<file path="src/lsct_pkg.sv">
// Shared types, constants and character helpers for the line splitter / comment trimmer.
// Used by every module of the block except lsct_ram; depends on nothing.
package lsct_pkg;

  // Held whitespace store
  localparam int HOLD_DEPTH = 32;
  localparam int HOLD_AW    = (HOLD_DEPTH > 1) ? $clog2(HOLD_DEPTH) : 1;
  localparam int HOLD_CW    = $clog2(HOLD_DEPTH + 1);
  localparam int WS_CODE_W  = 2;

  // Command queue between front and back
  localparam int FIFO_DEPTH = 4;
  localparam int FIFO_AW    = $clog2(FIFO_DEPTH);

  localparam int LEN_W      = 17;
  localparam int MAXLEN_W   = 16;
  localparam int CFG_IDX_W  = 1;
  localparam int CFG_DATA_W = 16;

  localparam logic [CFG_IDX_W-1:0] CFG_PREPROCESS = 1'd0;
  localparam logic [CFG_IDX_W-1:0] CFG_MAX_LEN    = 1'd1;
  localparam logic [MAXLEN_W-1:0]  MAX_LEN_RESET  = 16'd4096;

  localparam logic [7:0] CH_HASH = 8'h23;
  localparam logic [7:0] CH_CR   = 8'h0D;
  localparam logic [7:0] CH_LF   = 8'h0A;
  localparam logic [7:0] CH_SP   = 8'h20;
  localparam logic [7:0] CH_TAB  = 8'h09;
  localparam logic [7:0] CH_VT   = 8'h0B;
  localparam logic [7:0] CH_FF   = 8'h0C;

  localparam logic [WS_CODE_W-1:0] WS_SP  = 2'd0;
  localparam logic [WS_CODE_W-1:0] WS_TAB = 2'd1;
  localparam logic [WS_CODE_W-1:0] WS_VT  = 2'd2;
  localparam logic [WS_CODE_W-1:0] WS_FF  = 2'd3;

  typedef enum logic [2:0] {
    CMD_CHAR,   // release held whitespace, then send the character
    CMD_PUSH,   // append a whitespace code to the held store
    CMD_CLEAR,  // discard held whitespace
    CMD_CLOSE,  // line end with flags, discard held whitespace
    CMD_EOD     // end-of-data marker
  } cmd_op_t;

  typedef struct packed {
    cmd_op_t    op;
    logic [7:0] data;
    logic       too_long;
    logic       overflow;
  } cmd_t;

  function automatic logic is_ws(input logic [7:0] c);
    return (c == CH_SP) || (c == CH_TAB) || (c == CH_VT) || (c == CH_FF);
  endfunction

  function automatic logic [WS_CODE_W-1:0] ws_code(input logic [7:0] c);
    logic [WS_CODE_W-1:0] code;
    case (c)
      CH_TAB:  code = WS_TAB;
      CH_VT:   code = WS_VT;
      CH_FF:   code = WS_FF;
      default: code = WS_SP;
    endcase
    return code;
  endfunction

  function automatic logic [7:0] ws_char(input logic [WS_CODE_W-1:0] code);
    logic [7:0] c;
    case (code)
      WS_SP:   c = CH_SP;
      WS_TAB:  c = CH_TAB;
      WS_VT:   c = CH_VT;
      WS_FF:   c = CH_FF;
      default: c = CH_SP;
    endcase
    return c;
  endfunction

endpackage

</file>
<file path="src/lsct_ram.sv">
// Generic single-write, single-read RAM with registered read data.
// No dependencies.
module lsct_ram #(
  parameter int WIDTH = 8,
  parameter int DEPTH = 32
) (
  input  logic                                   clk,
  input  logic                                   we,
  input  logic [((DEPTH > 1) ? $clog2(DEPTH) : 1)-1:0] waddr,
  input  logic [WIDTH-1:0]                       wdata,
  input  logic                                   re,
  input  logic [((DEPTH > 1) ? $clog2(DEPTH) : 1)-1:0] raddr,
  output logic [WIDTH-1:0]                       rdata
);

  logic [WIDTH-1:0] mem [DEPTH];
  logic [WIDTH-1:0] rdata_r;

  always_ff @(posedge clk) begin
    if (we) begin
      mem[waddr] <= wdata;
    end
    if (re) begin
      rdata_r <= mem[raddr];
    end
  end

  assign rdata = rdata_r;

endmodule

</file>
<file path="src/lsct_cmd_fifo.sv">
// Short command queue that decouples the classifying front from the output back.
// Depends on lsct_pkg (cmd_t, FIFO_DEPTH).
module lsct_cmd_fifo import lsct_pkg::*; (
  input  logic clk,
  input  logic rst_n,
  input  logic push,
  input  cmd_t push_data,
  output logic full,
  input  logic pop,
  output cmd_t pop_data,
  output logic empty
);

  cmd_t               slot_r [FIFO_DEPTH];
  logic [FIFO_AW-1:0] wr_ptr_r;
  logic [FIFO_AW-1:0] rd_ptr_r;
  logic [FIFO_AW:0]   count_r;

  logic do_push;
  logic do_pop;

  assign full     = (count_r == (FIFO_AW + 1)'(FIFO_DEPTH));
  assign empty    = (count_r == '0);
  assign do_push  = push && !full;
  assign do_pop   = pop && !empty;
  assign pop_data = slot_r[rd_ptr_r];

  always_ff @(posedge clk) begin
    if (do_push) begin
      slot_r[wr_ptr_r] <= push_data;
    end
  end

  always_ff @(posedge clk) begin
    if (!rst_n) begin
      wr_ptr_r <= '0;
      rd_ptr_r <= '0;
      count_r  <= '0;
    end else begin
      if (do_push) begin
        wr_ptr_r <= wr_ptr_r + FIFO_AW'(1);
      end
      if (do_pop) begin
        rd_ptr_r <= rd_ptr_r + FIFO_AW'(1);
      end
      case ({do_push, do_pop})
        2'b10:   count_r <= count_r + (FIFO_AW + 1)'(1);
        2'b01:   count_r <= count_r - (FIFO_AW + 1)'(1);
        default: count_r <= count_r;
      endcase
    end
  end

`ifndef NO_ASSERTIONS
  a_count_bounded: assert property (@(posedge clk) disable iff (!rst_n)
    count_r <= (FIFO_AW + 1)'(FIFO_DEPTH))
    else $error("command queue count beyond depth");
`endif

endmodule

</file>
<file path="src/lsct_front.sv">
// Front end: configuration registers, byte classification and per-line trimming state.
// Turns each accepted beat into at most one queue command. Depends on lsct_pkg.
module lsct_front import lsct_pkg::*; (
  input  logic                  clk,
  input  logic                  rst_n,
  input  logic                  cfg_we,
  input  logic [CFG_IDX_W-1:0]  cfg_addr,
  input  logic [CFG_DATA_W-1:0] cfg_wdata,
  input  logic                  in_valid,
  output logic                  in_ready,
  input  logic [7:0]            in_byte,
  input  logic                  in_eos,
  output logic                  cmd_push,
  output cmd_t                  cmd_data,
  input  logic                  cmd_full
);

  logic                pre_en_r;
  logic [MAXLEN_W-1:0] max_len_r;

  logic [HOLD_CW-1:0]  held_r,     held_nxt;
  logic [LEN_W-1:0]    len_r,      len_nxt;
  logic                comment_r,  comment_nxt;
  logic                content_r,  content_nxt;
  logic                prev_sp_r,  prev_sp_nxt;
  logic                raw_seen_r, raw_seen_nxt;
  logic                len_err_r,  len_err_nxt;
  logic                ovf_r,      ovf_nxt;
  logic                done_r,     done_nxt;

  logic accept;
  logic cmd_vld;
  logic at_start;
  logic ws;

  assign in_ready = !cmd_full;
  assign accept   = in_valid && in_ready;
  assign cmd_push = accept && cmd_vld;
  assign at_start = (len_r == '0);
  assign ws       = is_ws(in_byte);

  always_comb begin
    held_nxt     = held_r;
    len_nxt      = len_r;
    comment_nxt  = comment_r;
    content_nxt  = content_r;
    prev_sp_nxt  = prev_sp_r;
    raw_seen_nxt = raw_seen_r;
    len_err_nxt  = len_err_r;
    ovf_nxt      = ovf_r;
    done_nxt     = done_r;
    cmd_vld      = 1'b0;
    cmd_data     = '{op: CMD_EOD, data: 8'd0, too_long: 1'b0, overflow: 1'b0};

    if (done_r) begin
      cmd_vld = 1'b1;
    end else if (in_eos || (in_byte == CH_LF)) begin
      cmd_vld = 1'b1;
      if (in_eos) begin
        done_nxt = 1'b1;
      end
      if (raw_seen_r || !in_eos) begin
        cmd_data.op       = CMD_CLOSE;
        cmd_data.too_long = len_err_r;
        cmd_data.overflow = ovf_r;
        held_nxt     = '0;
        len_nxt      = '0;
        comment_nxt  = 1'b0;
        content_nxt  = 1'b0;
        prev_sp_nxt  = 1'b0;
        raw_seen_nxt = 1'b0;
        len_err_nxt  = 1'b0;
        ovf_nxt      = 1'b0;
      end
    end else begin
      raw_seen_nxt = 1'b1;
      if (in_byte == CH_CR) begin
        // carriage returns vanish
      end else if (len_r >= LEN_W'(max_len_r)) begin
        len_err_nxt = 1'b1;
      end else begin
        len_nxt     = len_r + LEN_W'(1);
        prev_sp_nxt = ws;
        if (!pre_en_r) begin
          cmd_vld       = 1'b1;
          cmd_data.op   = CMD_CHAR;
          cmd_data.data = in_byte;
          held_nxt      = '0;
          if (!ws) begin
            content_nxt = 1'b1;
          end
        end else if (comment_r) begin
          // rest of the line is comment
        end else if ((in_byte == CH_HASH) && (at_start || prev_sp_r)) begin
          comment_nxt = 1'b1;
          held_nxt    = '0;
          cmd_vld     = 1'b1;
          cmd_data.op = CMD_CLEAR;
        end else if (ws) begin
          if (content_r) begin
            if (held_r < HOLD_CW'(HOLD_DEPTH)) begin
              held_nxt      = held_r + HOLD_CW'(1);
              cmd_vld       = 1'b1;
              cmd_data.op   = CMD_PUSH;
              cmd_data.data = {{(8 - WS_CODE_W){1'b0}}, ws_code(in_byte)};
            end else begin
              ovf_nxt = 1'b1;
            end
          end
        end else begin
          cmd_vld       = 1'b1;
          cmd_data.op   = CMD_CHAR;
          cmd_data.data = in_byte;
          held_nxt      = '0;
          content_nxt   = 1'b1;
        end
      end
    end
  end

  always_ff @(posedge clk) begin
    if (!rst_n) begin
      pre_en_r   <= 1'b0;
      max_len_r  <= MAX_LEN_RESET;
      held_r     <= '0;
      len_r      <= '0;
      comment_r  <= 1'b0;
      content_r  <= 1'b0;
      prev_sp_r  <= 1'b0;
      raw_seen_r <= 1'b0;
      len_err_r  <= 1'b0;
      ovf_r      <= 1'b0;
      done_r     <= 1'b0;
    end else begin
      if (cfg_we) begin
        case (cfg_addr)
          CFG_PREPROCESS: pre_en_r  <= cfg_wdata[0];
          CFG_MAX_LEN:    max_len_r <= cfg_wdata[MAXLEN_W-1:0];
          default:        ;
        endcase
      end
      if (accept) begin
        held_r     <= held_nxt;
        len_r      <= len_nxt;
        comment_r  <= comment_nxt;
        content_r  <= content_nxt;
        prev_sp_r  <= prev_sp_nxt;
        raw_seen_r <= raw_seen_nxt;
        len_err_r  <= len_err_nxt;
        ovf_r      <= ovf_nxt;
        done_r     <= done_nxt;
      end
    end
  end

`ifndef NO_ASSERTIONS
  a_done_sticky: assert property (@(posedge clk) disable iff (!rst_n)
    done_r |=> done_r)
    else $error("stream done flag dropped without reset");

  a_held_bounded: assert property (@(posedge clk) disable iff (!rst_n)
    held_r <= HOLD_CW'(HOLD_DEPTH))
    else $error("held whitespace count beyond store depth");
`endif

endmodule

</file>
<file path="src/lsct_back.sv">
// Back end: executes queued commands, owns the held whitespace RAM and the output register.
// Depends on lsct_pkg and lsct_ram.
module lsct_back import lsct_pkg::*; (
  input  logic        clk,
  input  logic        rst_n,
  input  cmd_t        cmd_head,
  input  logic        cmd_empty,
  output logic        cmd_pop,
  output logic        out_valid,
  input  logic        out_ready,
  output logic [7:0]  out_char,
  output logic        out_char_valid,
  output logic        out_line_end,
  output logic        out_too_long,
  output logic        out_hold_ovf,
  output logic        out_eod
);

  typedef enum logic [1:0] {
    BK_IDLE,
    BK_REL_RD,
    BK_REL_WR,
    BK_CHAR
  } bk_state_t;

  bk_state_t          state_r, state_nxt;
  logic [HOLD_CW-1:0] cnt_r,   cnt_nxt;
  logic [HOLD_AW-1:0] idx_r,   idx_nxt;
  logic [7:0]         pend_r,  pend_nxt;

  logic                 out_valid_r;
  logic [7:0]           out_char_r;
  logic                 out_cv_r;
  logic                 out_last_r;
  logic                 out_tl_r;
  logic                 out_ho_r;
  logic                 out_eod_r;

  logic                 emit_ok;
  logic                 emit;
  logic [7:0]           e_char;
  logic                 e_cv;
  logic                 e_last;
  logic                 e_tl;
  logic                 e_ho;
  logic                 e_eod;

  logic                 ram_we;
  logic                 ram_re;
  logic [WS_CODE_W-1:0] ram_rdata;

  assign emit_ok = !out_valid_r || out_ready;
  assign ram_re  = (state_r == BK_REL_RD);

  lsct_ram #(
    .WIDTH (WS_CODE_W),
    .DEPTH (HOLD_DEPTH)
  ) u_hold_ram (
    .clk   (clk),
    .we    (ram_we),
    .waddr (cnt_r[HOLD_AW-1:0]),
    .wdata (cmd_head.data[WS_CODE_W-1:0]),
    .re    (ram_re),
    .raddr (idx_r),
    .rdata (ram_rdata)
  );

  always_comb begin
    state_nxt = state_r;
    cnt_nxt   = cnt_r;
    idx_nxt   = idx_r;
    pend_nxt  = pend_r;
    cmd_pop   = 1'b0;
    ram_we    = 1'b0;
    emit      = 1'b0;
    e_char    = 8'd0;
    e_cv      = 1'b0;
    e_last    = 1'b0;
    e_tl      = 1'b0;
    e_ho      = 1'b0;
    e_eod     = 1'b0;

    case (state_r)
      BK_IDLE: begin
        if (!cmd_empty) begin
          case (cmd_head.op)
            CMD_PUSH: begin
              ram_we  = 1'b1;
              cnt_nxt = cnt_r + HOLD_CW'(1);
              cmd_pop = 1'b1;
            end
            CMD_CLEAR: begin
              cnt_nxt = '0;
              cmd_pop = 1'b1;
            end
            CMD_CHAR: begin
              if (cnt_r != '0) begin
                // flush held whitespace first, each entry read from the RAM and then emitted
                pend_nxt  = cmd_head.data;
                idx_nxt   = '0;
                state_nxt = BK_REL_RD;
                cmd_pop   = 1'b1;
              end else if (emit_ok) begin
                emit    = 1'b1;
                e_char  = cmd_head.data;
                e_cv    = 1'b1;
                cmd_pop = 1'b1;
              end
            end
            CMD_CLOSE: begin
              if (emit_ok) begin
                emit    = 1'b1;
                e_last  = 1'b1;
                e_tl    = cmd_head.too_long;
                e_ho    = cmd_head.overflow;
                cnt_nxt = '0;
                cmd_pop = 1'b1;
              end
            end
            CMD_EOD: begin
              if (emit_ok) begin
                emit    = 1'b1;
                e_eod   = 1'b1;
                cmd_pop = 1'b1;
              end
            end
            default: begin
              cmd_pop = 1'b1;
            end
          endcase
        end
      end
      BK_REL_RD: begin
        state_nxt = BK_REL_WR;
      end
      BK_REL_WR: begin
        if (emit_ok) begin
          emit   = 1'b1;
          e_char = ws_char(ram_rdata);
          e_cv   = 1'b1;
          if ((HOLD_CW'(idx_r) + HOLD_CW'(1)) == cnt_r) begin
            state_nxt = BK_CHAR;
          end else begin
            idx_nxt   = idx_r + HOLD_AW'(1);
            state_nxt = BK_REL_RD;
          end
        end
      end
      BK_CHAR: begin
        if (emit_ok) begin
          emit      = 1'b1;
          e_char    = pend_r;
          e_cv      = 1'b1;
          cnt_nxt   = '0;
          state_nxt = BK_IDLE;
        end
      end
      default: begin
        state_nxt = BK_IDLE;
      end
    endcase
  end

  always_ff @(posedge clk) begin
    if (!rst_n) begin
      state_r     <= BK_IDLE;
      cnt_r       <= '0;
      idx_r       <= '0;
      out_valid_r <= 1'b0;
    end else begin
      state_r <= state_nxt;
      cnt_r   <= cnt_nxt;
      idx_r   <= idx_nxt;
      pend_r  <= pend_nxt;
      if (emit) begin
        out_valid_r <= 1'b1;
        out_char_r  <= e_char;
        out_cv_r    <= e_cv;
        out_last_r  <= e_last;
        out_tl_r    <= e_tl;
        out_ho_r    <= e_ho;
        out_eod_r   <= e_eod;
      end else if (out_ready) begin
        out_valid_r <= 1'b0;
      end
    end
  end

  assign out_valid      = out_valid_r;
  assign out_char       = out_char_r;
  assign out_char_valid = out_cv_r;
  assign out_line_end   = out_last_r;
  assign out_too_long   = out_tl_r;
  assign out_hold_ovf   = out_ho_r;
  assign out_eod        = out_eod_r;

`ifndef NO_ASSERTIONS
  a_release_in_range: assert property (@(posedge clk) disable iff (!rst_n)
    (state_r == BK_REL_WR) |-> (HOLD_CW'(idx_r) < cnt_r))
    else $error("release index outside held whitespace");
`endif

endmodule

</file>
<file path="src/line_splitter_comment_trimmer_unit.sv">
// Path: a byte's command passes the command queue, then the back end registers the result;
// each held whitespace character released ahead of it passes a RAM read and an emit state.
// Throughput: 1 byte per cycle while the command queue has room; bounded by the back end,
// which drains the held whitespace RAM one entry at a time as the 4-entry queue absorbs input.
// Reset: synchronous, active low; clears line state, queue and output valid, and restores
// preprocess off and a 4096-character line limit. The whitespace RAM needs no clearing.
module line_splitter_comment_trimmer_unit import lsct_pkg::*; (
  input  logic                  clk,
  input  logic                  rst_n,
  input  logic                  cfg_we,
  input  logic [CFG_IDX_W-1:0]  cfg_addr,
  input  logic [CFG_DATA_W-1:0] cfg_wdata,
  input  logic                  in_tvalid,
  output logic                  in_tready,
  input  logic [7:0]            in_tdata,   // [7:0] data_byte
  input  logic [0:0]            in_tuser,   // [0] end_of_stream
  output logic                  out_tvalid,
  input  logic                  out_tready,
  output logic [15:0]           out_tdata,  // [7:0] char_out, [8] too_long, [9] hold_overflow
  output logic [1:0]            out_tuser,  // [0] char_valid, [1] end_of_data
  output logic                  out_tlast   // line_end
);

  cmd_t       fr_cmd;
  logic       fr_push;
  logic       q_full;
  cmd_t       q_head;
  logic       q_empty;
  logic       bk_pop;
  logic [7:0] o_char;
  logic       o_cv;
  logic       o_tl;
  logic       o_ho;
  logic       o_eod;

  lsct_front u_front (
    .clk       (clk),
    .rst_n     (rst_n),
    .cfg_we    (cfg_we),
    .cfg_addr  (cfg_addr),
    .cfg_wdata (cfg_wdata),
    .in_valid  (in_tvalid),
    .in_ready  (in_tready),
    .in_byte   (in_tdata),
    .in_eos    (in_tuser[0]),
    .cmd_push  (fr_push),
    .cmd_data  (fr_cmd),
    .cmd_full  (q_full)
  );

  lsct_cmd_fifo u_queue (
    .clk       (clk),
    .rst_n     (rst_n),
    .push      (fr_push),
    .push_data (fr_cmd),
    .full      (q_full),
    .pop       (bk_pop),
    .pop_data  (q_head),
    .empty     (q_empty)
  );

  lsct_back u_back (
    .clk            (clk),
    .rst_n          (rst_n),
    .cmd_head       (q_head),
    .cmd_empty      (q_empty),
    .cmd_pop        (bk_pop),
    .out_valid      (out_tvalid),
    .out_ready      (out_tready),
    .out_char       (o_char),
    .out_char_valid (o_cv),
    .out_line_end   (out_tlast),
    .out_too_long   (o_tl),
    .out_hold_ovf   (o_ho),
    .out_eod        (o_eod)
  );

  assign out_tdata = {6'd0, o_ho, o_tl, o_char};
  assign out_tuser = {o_eod, o_cv};

endmodule
</file>
<file path="config.mk">
export PLATFORM = sky130hd
export DESIGN_NAME = line_splitter_comment_trimmer_unit
export DESIGN_NICKNAME = d
export VERILOG_FILES = /design/src/lsct_pkg.sv /design/src/lsct_ram.sv /design/src/lsct_cmd_fifo.sv /design/src/lsct_front.sv /design/src/lsct_back.sv /design/src/line_splitter_comment_trimmer_unit.sv
export SDC_FILE = /design/constraint.sdc
export NUM_CORES = 1
export LEC_CHECK = 0
export BUFFER_PORTS_ARGS = -buffer_cell sky130_fd_sc_hd__buf_4
export CAP_MARGIN = 25
export CORE_UTILIZATION = 55
export CTS_BUF_LIST = sky130_fd_sc_hd__clkbuf_4 sky130_fd_sc_hd__clkbuf_8 sky130_fd_sc_hd__clkbuf_16
export CTS_CLUSTER_DIAMETER = 30
export DETAILED_ROUTE_END_ITERATION = 6
export GPL_TIMING_DRIVEN = 0
export PLACE_DENSITY = 0.76
export RECOVER_POWER = 50
export SLEW_MARGIN = 5
export SYNTH_ARGS = -nofsm -noshare
export SYNTH_HDL_FRONTEND = slang
export SYNTH_SLANG_ARGS = --single-unit
</file>
<file path="constraint.sdc">
create_clock -name clk -period 3.5 [get_ports clk]
set_input_delay 0.7 -clock clk [delete_from_list [all_inputs] [get_ports clk]]
set_output_delay 0.7 -clock clk [all_outputs]
set_load 0.03 [all_outputs]
</file>
==> results by stage <==
STA:
- For this run, the top clock speed supported by timing is between 300 and 400 MHz.
- The number of endpoints with negative hold slack in the final report came to 0.
- Setup repair after global routing left no endpoint under its margin.
- Hold is met by 0.4203 ns.
- The part of the cycle the worst path needs is 95.01%.
- For the pin with the worst max-slew slack, the measured transition is 0.8796 ns.
- The worst max-slew margin expressed relative to the limit is ~41%.
- The worst clock skew is 0.01771 ns.
- After layout, the worst setup slack is 0.1746 ns.
- The routed design could run at a clock period as short as 3.325 ns.
- The count of final max-slew check failures is 0.
- Setup violations remaining at the end of the flow were counted as 0.

Clock tree:
- The depth of the CTS H-tree is 2.
- After clock tree synthesis, the clock-pin slew on the worst setup and hold paths is approximately 0.05 ns.
- The source-to-sink clock delay at the later pin of the worst-skew pair is 0.52 ns.
- The CTS tree is built.
- The cell at the root of the clock tree is clkbuf_16.
- The clock sink total is 209.
- The largest buffer count on any clock path is 3.
- Clock tree synthesis inserted a total of 43 buffers.

Worst setup path:
- The worst setup path is of the reg2reg kind.
- For the worst setup path, the data required time is 3.94 ns.
- The worst setup path is captured at a flop.
- The signal arrival time at the worst endpoint is 3.77 ns.
- Of all nets on the critical path, the largest fanout is 5.
- The worst setup path is launched from a flop.

Power:
- The power density relative to cell area is 734.5 mW/mm².
- For this design the static power due to leakage is about 0.0043 µW.
- Summing internal, switching and leakage power gives a little under 9000 µW.
- IR analysis of the VDD net gives a maximum drop of roughly 0.44 mV.

Synth:
- The synthesized design contains 139 enable-type register cells.
- The number of warnings reported in the yosys synthesis log is 0.
- The total standard cell area after synthesis is about 0.01 mm².
- The post-synthesis sequential area ratio is 56.14%.
- After synthesis the netlist holds a flip-flop and latch count of roughly 210.
- The most used flip-flop cell after synthesis is edfxtp_1.
- The share of async-settable or async-resettable flops after synthesis is 0%.
- Counting every instance in the synthesized netlist gives 864.
- The number of distinct library cells after synthesis is 75.
- Each instance of the synthesized netlist takes up on average 11.50 µm².

Detailed routing:
- The met3 wire length is between 1.5 and 2 mm.
- Dividing the detail-routed wire length by the instance count gives 19.12 µm.
- The count of routing violations after the opening detailed-route iteration is 627.
- For this block, the via count after detailed routing is between 7000 and 8000.
- The number of search-and-repair iterations in the first detailed-routing pass is 5.
- The total met2 wirelength after detailed routing is around 12 mm.
- The detail route stage leaves a number of antenna-violating nets equal to 0.
- Routed signal wires occupy layers up through met4.
- The routed via count divided by cell count is 5.950.
- The total length of routed wires is 23.35 mm.
- In the routed design, unresolved DRC markers number 0.
- In the final routing, the length of wire on met1 measures 9.227 mm.

Cells and area:
- In the final design database the tool counted just over 1000 nets.
- Of the cells placed in the final design, the portion with a size suffix greater than 1 is 17.37%.
- The antenna diode count is 0.
- The filler cells instantiated in the layout total about 1300.
- The area added between synthesis and finish is 20.91%.
- The utilization of the core after routing is 68.71%.

Placement:
- The half-perimeter wire length of the detailed placement result is 14.69 mm.
- Routability-driven placement finished with a final weighted congestion of just over 0.8.
- Prior to clock tree synthesis, the placed netlist has a worst setup slack of -0.4520 ns.
- The total of buffers placed on input and output ports is 43.

Die:
- The initial utilization of the core area, before any placement, comes to a little under three fifths.
- In this run the vertical extent of the chip is 136.4 µm.
- The full die area is ~0.019 mm².
- After floorplanning, the core was divided into 48 placement rows.
- The I/O pin count is 52.
- The floorplan core area is 0.01748 mm².
- The horizontal die dimension is 136.4 µm.

Global route:
- Across every metal layer, demand over resource in global routing totals 25.94%.
- The number of global-route vias before repair is 7183.
- The remaining global-route overflow is 0.
- The largest net degree at the start of global routing is 35.
- The global-route wire length before repair is 36.63 mm.
- The initial antenna violation count is 0.

Outcome:
- The run finished with clean final reports.

Run:
- The number of violations of the max-capacitance limit is 0.

Worst hold path:
- The worst min-delay path category is in2reg.
[stage by stage]
| stage | cells | TNS (ns) | area, µm² |
|---|---|---|---|
| finish | 1221 | 0 | 12010 |
| global route | 1221 | 0 | 12010 |
| CTS | 1220 | 0 | 12100 |
| detailed placement | 1138 | -0.6396 | 10580 |
| global placement | 1137 | -6.837 | 10560 |
| floorplan | 869 | 0 | 9951 |
[synth_stat cells, drive strengths merged (9+ instances only)]
cell type  number  area, µm²
a21oi          55      290.3
and2           16      100.1
and3           15      93.84
buf            18      123.9
clkbuf         30      112.6
dfxtp          70       1401
edfxtp        139       4174
ha             38      475.5
inv            44      165.2
mux2i          25      250.2
mux4           21      473.0
nand2          95      361.6
nand3          17      85.08
nand4          10      62.56
nor2           94      357.8
nor2b           9      56.30
nor3           10      55.05
o21ai          17      85.08
o221ai         10      87.58
xnor2          12      105.1
[report_power, final]
part           switching (µW)  leakage [µW]  total, µW  internal (µW)
logic                    1060       0.00176       1570            511
registers                 121       0.00185       3120           3000
clock network            1360      0.000719       4130           2770
total                    2540       0.00433       8820           6280
[layer usage]
metal	track usage [%]	vias to the layer above
met5	0	-
met4	8.889	0
met3	5.183	44
met2	45.32	285
met1	31.91	3566
li1	-	3370
[cell usage in the layout (no fill, tap or decap), types with 8 or more instances in the layout]
master	netlist	final
clkbuf_16	0	43
a21oi_1	53	54
nand4_1	10	10
and2_1	15	14
nand2_1	93	93
xnor2_1	12	12
and3_1	15	15
nand3_1	17	17
mux2i_1	25	25
inv_1	44	43
buf_4	10	38
o221ai_1	10	10
dfxtp_1	70	69
o21ai_0	15	15
nor2b_1	9	9
nor3_1	9	8
mux4_2	21	21
clkbuf_1	30	52
ha_1	38	36
nand2b_1	8	8
edfxtp_1	139	139
or3_1	7	8
nor2_1	92	93
[repair_timing]
| action | 4_1_cts | 5_1_grt |
|---|---|---|
| setup endpoints to repair | 2 | 1 |
| pin swaps | 3 | 8 |
| resized for setup | 3 | 7 |
| buffers inserted | 3 | 0 |
| hold buffers | 0 | 0 |
[area by class of cell]
type                            count  area [µm²]  area share, %
Timing Repair Buffer               48       296.5          2.469
Tap cell                          225       281.5          2.344
Clock inverter                     27       319.1          2.657
Multi-Input combinational cell    568        3966          33.03
Buffer                             48       235.2          1.959
Sequential cell                   209        5577          46.44
Inverter                           44       165.2          1.375
Clock buffer                       52        1169          9.731
[sequential cells by signal, summed over array words and instances, names as in the netlist, 2 cells and up, named ones only]
| register | cells |
|---|---|
| u_queue.slot_r | 52 |
| u_back.idx_r | 5 |
| u_back.state_r | 2 |
| u_back.out_char | 8 |
| u_back.u_hold_ram.rdata | 2 |
| u_front.len_r | 17 |
| u_queue.count_r | 3 |
| u_front.held_r | 6 |
| u_back.u_hold_ram.mem | 64 |
| u_front.max_len_r | 16 |
| u_back.pend_r | 8 |
| u_queue.wr_ptr_r | 2 |
| u_queue.rd_ptr_r | 2 |
| u_back.cnt_r | 6 |
[cells by family (layout without fill, tap and decap cells)]
kind of cell	after synthesis	after routing	share of synthesized area [%]
AND/OR/NAND/NOR	306	306	14.79
flip-flops	209	209	56.13
AO/OA/AOI/OAI	153	153	11.11
buffers and inverters	92	219	4.044
multiplexers	47	47	7.395
adder cells (fa/ha/maj)	39	39	4.989
XOR/XNOR	17	17	1.499
other	1	6	0.03776
[worst max-delay path: stages, from the launching register on]
cell and delay, ns:
dfxtp_1 0.40, ha_1 0.27, and3_1 0.20, a221o_1 0.31
a2111oi_2 0.40, o21ai_2 0.14, buf_6 0.14, nand2_2 0.08
a32o_1 0.23, inv_2 0.06, ha_2 0.18, inv_1 0.08
fa_2 0.21, xor2_1 0.07, or3_1 0.37, a21oi_2 0.12
[worst paths after layout]
path	slack [ns]	to	cells after the start	start
worst min-delay path	0.42	u_front.max_len_r[12]$_SDFFE_PN1P_	3	cfg_wdata[12]
worst max-delay path	0.17	u_queue.count_r[2]$_SDFFE_PN0P_	15	u_front.len_r[8]$_SDFFE_PN0P_
worst max register to register	0.17	u_queue.count_r[2]$_SDFFE_PN0P_	15	u_front.len_r[8]$_SDFFE_PN0P_
worst min register to register	0.45	u_front.max_len_r[15]$_SDFFE_PN0P_	2	u_front.max_len_r[15]$_SDFFE_PN0P_
Note: power is estimated with default switching activity, not from simulation.
